===== src/hw/rtl/assert_macros.svh =====
// assertion helpers for the rtl files
// each macro takes a label, the clock, the active-low reset and the property terms
`ifndef ASSERT_MACROS_SVH
`define ASSERT_MACROS_SVH

`ifndef SYNTH

// antecedent implies consequent in the same cycle
`define ASSERT_SAME(lbl, clk, rst_n, ante, cons) \
  lbl: assert property (@(posedge clk) disable iff (!rst_n) (ante) |-> (cons)) \
    else $error("assertion failed");

// antecedent implies consequent in the next cycle
`define ASSERT_NEXT(lbl, clk, rst_n, ante, cons) \
  lbl: assert property (@(posedge clk) disable iff (!rst_n) (ante) |=> (cons)) \
    else $error("assertion failed");

// condition holds at every clock edge out of reset
`define ASSERT_ALWAYS(lbl, clk, rst_n, cond) \
  lbl: assert property (@(posedge clk) disable iff (!rst_n) (cond)) \
    else $error("assertion failed");

`else

`define ASSERT_SAME(lbl, clk, rst_n, ante, cons)
`define ASSERT_NEXT(lbl, clk, rst_n, ante, cons)
`define ASSERT_ALWAYS(lbl, clk, rst_n, cond)

`endif

`endif


===== src/hw/rtl/tscc_pkg.sv =====
// ----------------------------------------------------------------------------
// tscc_pkg
// Types and constants of the threshold sweep confusion counter.
// ----------------------------------------------------------------------------
`default_nettype none

package tscc_pkg;

  // field widths
  localparam int CONF_W  = 16;
  localparam int COV_W   = 15;
  localparam int STEP_W  = 6;
  localparam int CNT_W   = 11;
  localparam int ACT_W   = 2;
  localparam int CFG_A_W = 2;
  localparam int CFG_D_W = 16;

  // threshold division: |i * max| stays below 2^21
  localparam int DIV_W     = 21;
  localparam int DIV_CNT_W = 5;

  // request actions
  localparam logic [ACT_W-1:0] ACT_ADD   = 2'd0;
  localparam logic [ACT_W-1:0] ACT_CLEAR = 2'd1;
  localparam logic [ACT_W-1:0] ACT_SWEEP = 2'd2;

  // register indexes
  localparam logic [CFG_A_W-1:0] CFG_INIT_MAX  = 2'd0;
  localparam logic [CFG_A_W-1:0] CFG_COV_THR   = 2'd1;
  localparam logic [CFG_A_W-1:0] CFG_NUM_STEPS = 2'd2;

  // register reset values
  localparam logic [COV_W-1:0]  COV_THR_RST   = 15'd12800;
  localparam logic [STEP_W-1:0] NUM_STEPS_RST = 6'd10;

  typedef struct packed {
    logic [ACT_W-1:0]         action;
    logic signed [CONF_W-1:0] confidence;
    logic [COV_W-1:0]         coverage;
  } in_item_t;

  typedef struct packed {
    logic [STEP_W-1:0]        step_index;
    logic signed [CONF_W-1:0] threshold;
    logic [CNT_W-1:0]         true_pos;
    logic [CNT_W-1:0]         false_pos;
    logic [CNT_W-1:0]         false_neg;
    logic [CNT_W-1:0]         true_neg;
    logic                     last_of_run;
  } out_item_t;

  typedef struct packed {
    logic signed [CONF_W-1:0] conf;
    logic [COV_W-1:0]         cov;
  } score_entry_t;

  typedef enum logic [2:0] {
    S_IDLE,
    S_PREP,
    S_DIV,
    S_SCAN,
    S_EMIT
  } state_t;

endpackage

`default_nettype wire


===== src/hw/rtl/tscc_div.sv =====
// ----------------------------------------------------------------------------
// tscc_div
// Restoring unsigned divider, one quotient bit per cycle.
// ----------------------------------------------------------------------------
`default_nettype none

module tscc_div (
  input  wire logic                         clk,
  input  wire logic                         rst_n,
  input  wire logic                         start,
  input  wire logic [tscc_pkg::DIV_W-1:0]   dividend,
  input  wire logic [tscc_pkg::STEP_W-1:0]  divisor,
  output logic                              done,
  output logic [tscc_pkg::DIV_W-1:0]        quotient
);
  import tscc_pkg::*;

  logic                  busy_r;
  logic                  done_r;
  logic [DIV_CNT_W-1:0]  cnt_r;
  logic [STEP_W-1:0]     rem_r;
  logic [DIV_W-1:0]      quo_r;
  logic [STEP_W-1:0]     dsr_r;
  logic [STEP_W:0]       rem_sh;
  logic                  fits;

  // shift in the next dividend bit and try the subtract
  always_comb begin
    rem_sh = {rem_r, quo_r[DIV_W-1]};
    fits   = rem_sh >= {1'b0, dsr_r};
  end

  // control
  always_ff @(posedge clk) begin
    if (!rst_n) begin
      busy_r <= 1'b0;
      done_r <= 1'b0;
      cnt_r  <= '0;
    end else begin
      done_r <= busy_r && (cnt_r == DIV_CNT_W'(1));
      if (start) begin
        busy_r <= 1'b1;
        cnt_r  <= DIV_CNT_W'(DIV_W);
      end else if (busy_r) begin
        cnt_r <= cnt_r - 1'b1;
        if (cnt_r == DIV_CNT_W'(1)) begin
          busy_r <= 1'b0;
        end
      end
    end
  end

  // datapath
  always_ff @(posedge clk) begin
    if (start) begin
      rem_r <= '0;
      quo_r <= dividend;
      dsr_r <= divisor;
    end else if (busy_r) begin
      rem_r <= fits ? STEP_W'(rem_sh - {1'b0, dsr_r}) : rem_sh[STEP_W-1:0];
      quo_r <= {quo_r[DIV_W-2:0], fits};
    end
  end

  assign done     = done_r;
  assign quotient = quo_r;

endmodule

`default_nettype wire


===== config.mk =====
export PLATFORM = sky130hd
export DESIGN_NAME = tscc_div
export DESIGN_NICKNAME = d
export VERILOG_FILES = /design/src/hw/rtl/assert_macros.svh /design/src/hw/rtl/tscc_pkg.sv /design/src/hw/rtl/tscc_div.sv
export SDC_FILE = /design/constraint.sdc
export NUM_CORES = 1
export LEC_CHECK = 0
export BUFFER_PORTS_ARGS = -buffer_cell sky130_fd_sc_hd__buf_2
export CAP_MARGIN = 20
export CORE_UTILIZATION = 45
export CTS_CLUSTER_DIAMETER = 40
export DETAILED_ROUTE_END_ITERATION = 16
export PLACE_DENSITY = 0.76
export SLEW_MARGIN = 30
export SYNTH_ARGS = -nofsm -noshare
export SYNTH_HDL_FRONTEND = slang
export SYNTH_SLANG_ARGS = --single-unit

===== constraint.sdc =====
create_clock -name clk -period 6.1 [get_ports clk]
set_clock_uncertainty 0.15 [all_clocks]
set_input_delay 0.61 -clock clk [delete_from_list [all_inputs] [get_ports clk]]
set_output_delay 0.61 -clock clk [all_outputs]
set_load 0.01 [all_outputs]

Word level (Yosys, flattened, before mapping) --
Index checks and enable logic that the tools add are counted.
Word-level totals: bits in registers 40, input port bits 30
Cells by class: equal/unequal tests 1, $add $sub $neg 2, reduce and logical (&&, ||, !) cells 3, bitwise gates (word level) 1, muxes and demuxes 8, order comparisons 1
Operator list (number):
- $mux 21 | 2
- $mux 5 | 2
- $ge 7x6->1 | 1
- $mux 6 | 1
- $sub 6x6->6 | 1
- $eq 5x1->1 const B | 1
- $sub 5x1->5 const B | 1
- $mux 1 | 3
- $reduce_bool 2->1 | 1
- $reduce_or 2->1 | 1
- $logic_and 1x1->1 | 1
- $not 1->1 | 1

Depth between registers and ports, before layout --
depth in word-level cells 4, mapped depth 8, gate-level depth less buffers 8

Least setup slack after synthesis --
No wires, ideal clock.
path type register to register, from register dsr_r[4], to register rem_r[0], slack 3.907 ns, arrival 1.947 ns, library setup time 0.095 ns, data required time 5.855 ns, stages on the path, launching flop included 9, period minus slack after synthesis 2.193 ns, cell sequence edfxtp_1 -> inv_1 -> ha_1 -> a21o_1 -> a211o_1 -> a41o_1 -> buf_6 -> or4b_1 -> o311ai_1
On the way: word-level cells in the longest chain between the ends 2
RTL lines:
- start: declaration | line tscc_div.sv:23 | logic [STEP_W-1:0] dsr_r;
- start signal: assignment | line tscc_div.sv:58 | dsr_r <= divisor;
- $ge 7x6->1 | line tscc_div.sv:30 | fits = rem_sh >= {1'b0, dsr_r};
- $mux 6 | line tscc_div.sv:60 | rem_r <= fits ? STEP_W'(rem_sh - {1'b0, dsr_r}) : rem_sh[STEP_W-1:0];
- end signal: assignment | line tscc_div.sv:60
- end: declaration | line tscc_div.sv:21 | logic [STEP_W-1:0] rem_r;
Every way passes these cells. A chain may end at the register's enable or synchronous reset.

Worst setup path after layout --
from register dsr_r[4], to register rem_r[1]
Same word-level chain as after synthesis.

==> results.py <==
metrics = {
    "sta": {
        "whs_ns": 0.3390,
        "setup_ws_ns": 3.777,
        "relSlewSlack": 0.4498,
        "finalMaxSlewViolations": 0,
        "finalHoldViolations": 0,
        "rsz0062_at_grt": "false",
        "fin_crit_sh": 0.3808,
        "fmax_ghz": 0.4305,
        "period_minus_slack_ns": 2.323,
        "setup_violations": 0,
        "worst_pin_slew_ns": 0.8253,
        "tns_ns": 0,
    },
    "critical_path": {
        "endpoint": "rem_r[1]",
        "rr_startpoint": "dsr_r[4]",
        "path_class": "flip-flop to flip-flop",
        "endpoint_kind": "flip-flop",
        "cp-startpoint": "dsr_r[4]",
        "required_ns": 6.12,
        "crit_slowest_cell": "or3_1",
        "critPathMaxStageDelay_ns": 0.39,
        "cp_cell_sequence": "inv_1, ha_1, a21o_1, a211o_1, a41o_1, nor4bb_1, or3_1",
        "rrSetupSlack_ns": 3.78,
        "worst-r2r-cell-count": 7,
        "crit_fanout": 10,
        "cp-start-kind": "flip-flop",
        "worstReg2RegEnd": "rem_r[1]",
        "crit_arrival_ns": 2.34,
    },
    "status": {
        "outcome": "complete, no violations",
    },
    "worst_hold_path": {
        "hp-class": "flip-flop to flip-flop",
        "min_from": "rem_r[5]",
        "min_path_cells": 2,
    },
    "detailed_routing": {
        "post_drt_via_cell_ratio": 5.042,
        "drt_iter0_drc": 57,
        "routed_wl_mm": 3.238,
        "dr.pass1.iters": 2,
        "drc": 0,
        "ant_nets": 0,
        "routed-via-count": 1306,
        "wl_per_cell_um": 12.50,
    },
    "placed_design": {
        "gp_congestion": 0.7576,
        "post-dp-hpwl_mm": 2.276,
        "port_buffers": 51,
        "place_ws_ns": 3.736,
    },
    "logic_synthesis": {
        "synthCells": 157,
        "async_flop_share": 0,
        "synth_enable_flop_cells": 27,
        "synth_area_per_cell_sq_um": 12.47,
        "yosysSeqAreaShare": 0.5470,
        "synth_cell_type_count": 33,
        "syn_nets": 197,
        "syn-cell-area_sq_um": 1958,
        "ys_seq_elements": 40,
        "yosys_warnings": 0,
        "yosys_most_used_dff": "edfxtp_1",
    },
    "floorplan": {
        "fp.coreArea_sq_um": 4086,
        "die_x_um": 67.97,
        "num_rows": 23,
        "fp.dieH_um": 67.97,
        "io_pins": 52,
        "dieArea_sq_um": 4619,
        "initial_core_util": 0.4792,
    },
    "power_and_ir_drop": {
        "combPwrFrac": 0.201,
        "pwr-share-seq": 0.536,
        "total_power_uw": 632.0,
        "netSwitchingFraction": 0.2619,
        "leakage_nw": 0.9863,
        "clkPwrFrac": 0.263,
        "power-per-cell-area_nw_per_um2": 272.1,
        "intPower_uw": 466.5,
        "p_sw_uw": 165.5,
        "ir_worst_vdd_mv": 0.1594,
    },
    "global_route": {
        "grt_max_degree": 44,
        "grt_pass1_vias": 1196,
        "grt_pass1_wl_mm": 5.154,
        "overflow": 0,
        "antenna_found_initial": 0,
        "grt_usage": 0.1543,
    },
    "cells_and_area": {
        "layout_commonest_cell": "buf_2",
        "nets": 248,
        "diodes": 0,
        "syn2layout_area_growth_pct": 18.59,
        "final_util": 0.5683,
        "final_cell_mix": "buf_2, edfxtp_1, mux2_2",
        "drive_gt1_frac": 0.3828,
    },
    "clocking": {
        "cts_resized": 0,
        "numCtsBuffers": 5,
        "clk_pin_slew_worst_paths_ns": 0.08,
        "cts_tree": "built",
        "cts_sinks": 40,
        "cts_root_buf": "clkbuf_8",
        "cts.path.max_buffers": 2,
        "cts_hold_buf": 0,
        "post_cts_buffers": 0,
        "cts_htree_levels": 2,
        "clock_latency_ns": 0.29,
    },
    "job": {
        "cap_viol_max_count": 0,
    },
}
[synth_stat cells (2+ instances only)]
| master | number | area, sq um |
|---|---|---|
| a211oi_1 | 5 | 37.54 |
| a21oi_1 | 5 | 25.02 |
| buf_1 | 3 | 11.26 |
| clkbuf_1 | 3 | 11.26 |
| dfxtp_1 | 13 | 260.3 |
| edfxtp_1 | 27 | 810.8 |
| ha_1 | 9 | 112.6 |
| inv_1 | 11 | 41.29 |
| mux2_2 | 22 | 247.7 |
| mux2i_1 | 3 | 30.03 |
| nand2_1 | 5 | 18.77 |
| nand2b_1 | 3 | 18.77 |
| nor2_1 | 12 | 45.04 |
| nor2b_1 | 3 | 18.77 |
| nor3_1 | 2 | 10.01 |
| nor3b_1 | 3 | 22.52 |
| o21a_1 | 4 | 30.03 |
| o21ai_0 | 4 | 20.02 |
| xnor2_1 | 3 | 26.28 |
| xor2_1 | 4 | 35.03 |
[routing by layer]
metal	up-vias	routed length, um	GRT usage
li1	669	-	-
met1	595	1487	0.1839
met2	37	1488	0.2402
met3	5	217	0.07000
met4	0	44	0.06250
met5	-	0	0
[how the worst min path moves through the flow]
stage                          end  slack, ns
after CTS                 dsr_r[5]       0.33
after detailed placement  rem_r[5]       0.33
after global placement    cnt_r[1]       0.33
after floorplan           rem_r[5]       0.31
after global routing      dsr_r[0]       0.33
final                     rem_r[5]       0.34
[per-stage QoR]
| step | area, sq um | instances |
|---|---|---|
| finish | 2322 | 259 |
| global route | 2322 | 259 |
| CTS | 2322 | 259 |
| detailed placement | 2242 | 251 |
| global placement | 2242 | 251 |
| floorplan | 1958 | 157 |
[flip-flops by register name, indices dropped and copies added (netlist names)]
signal / flops
quotient: 21
dsr_r: 6
rem_r: 6
cnt_r: 5
busy_r: 1
done: 1
[area by class of cell]
class,instances,area (sq um)
tap,50,62.56
inverter,11,41.29
sequential,40,1071
timing repair buffer,51,255.2
multi-input combinational,99,812.0
clock buffer,8,80.08
fill,367,1764
[kinds of logic (layout without fill, tap and decap cells)]
logic type / Yosys count / after routing / share of synthesized area
muxes: 25 / 25 / 0.1419
buffers and inverters: 18 / 70 / 0.03834
and+or+nand+nor: 34 / 34 / 0.09458
DFF: 40 / 40 / 0.5470
xor gates and xnor gates: 7 / 7 / 0.03131
AOI/OAI and AO/OA: 23 / 23 / 0.07924
adders and majority gates: 10 / 10 / 0.06773
[power groups by stage]
stage / Combinational, mW / Clock (mW) / Sequential (mW)
global route: 0.142 / 0.183 / 0.342
CTS: 0.129 / 0.174 / 0.339
finish: 0.127 / 0.166 / 0.339
detailed placement: 0.128 / 0 / 0.344
global placement: 0.127 / 0 / 0.344
floorplan: 0.0875 / 0 / 0.347
[critical path: cells and delay by family, from the launching register on]
| family | cells | cell delay (ns) |
|---|---|---|
| compound gates | 3 | 0.79 |
| fa+ha+maj | 1 | 0.33 |
| buf+inv | 1 | 0.04 |
| flops | 1 | 0.32 |
| simple gates | 2 | 0.58 |
Power figures use the tool's default switching activity.
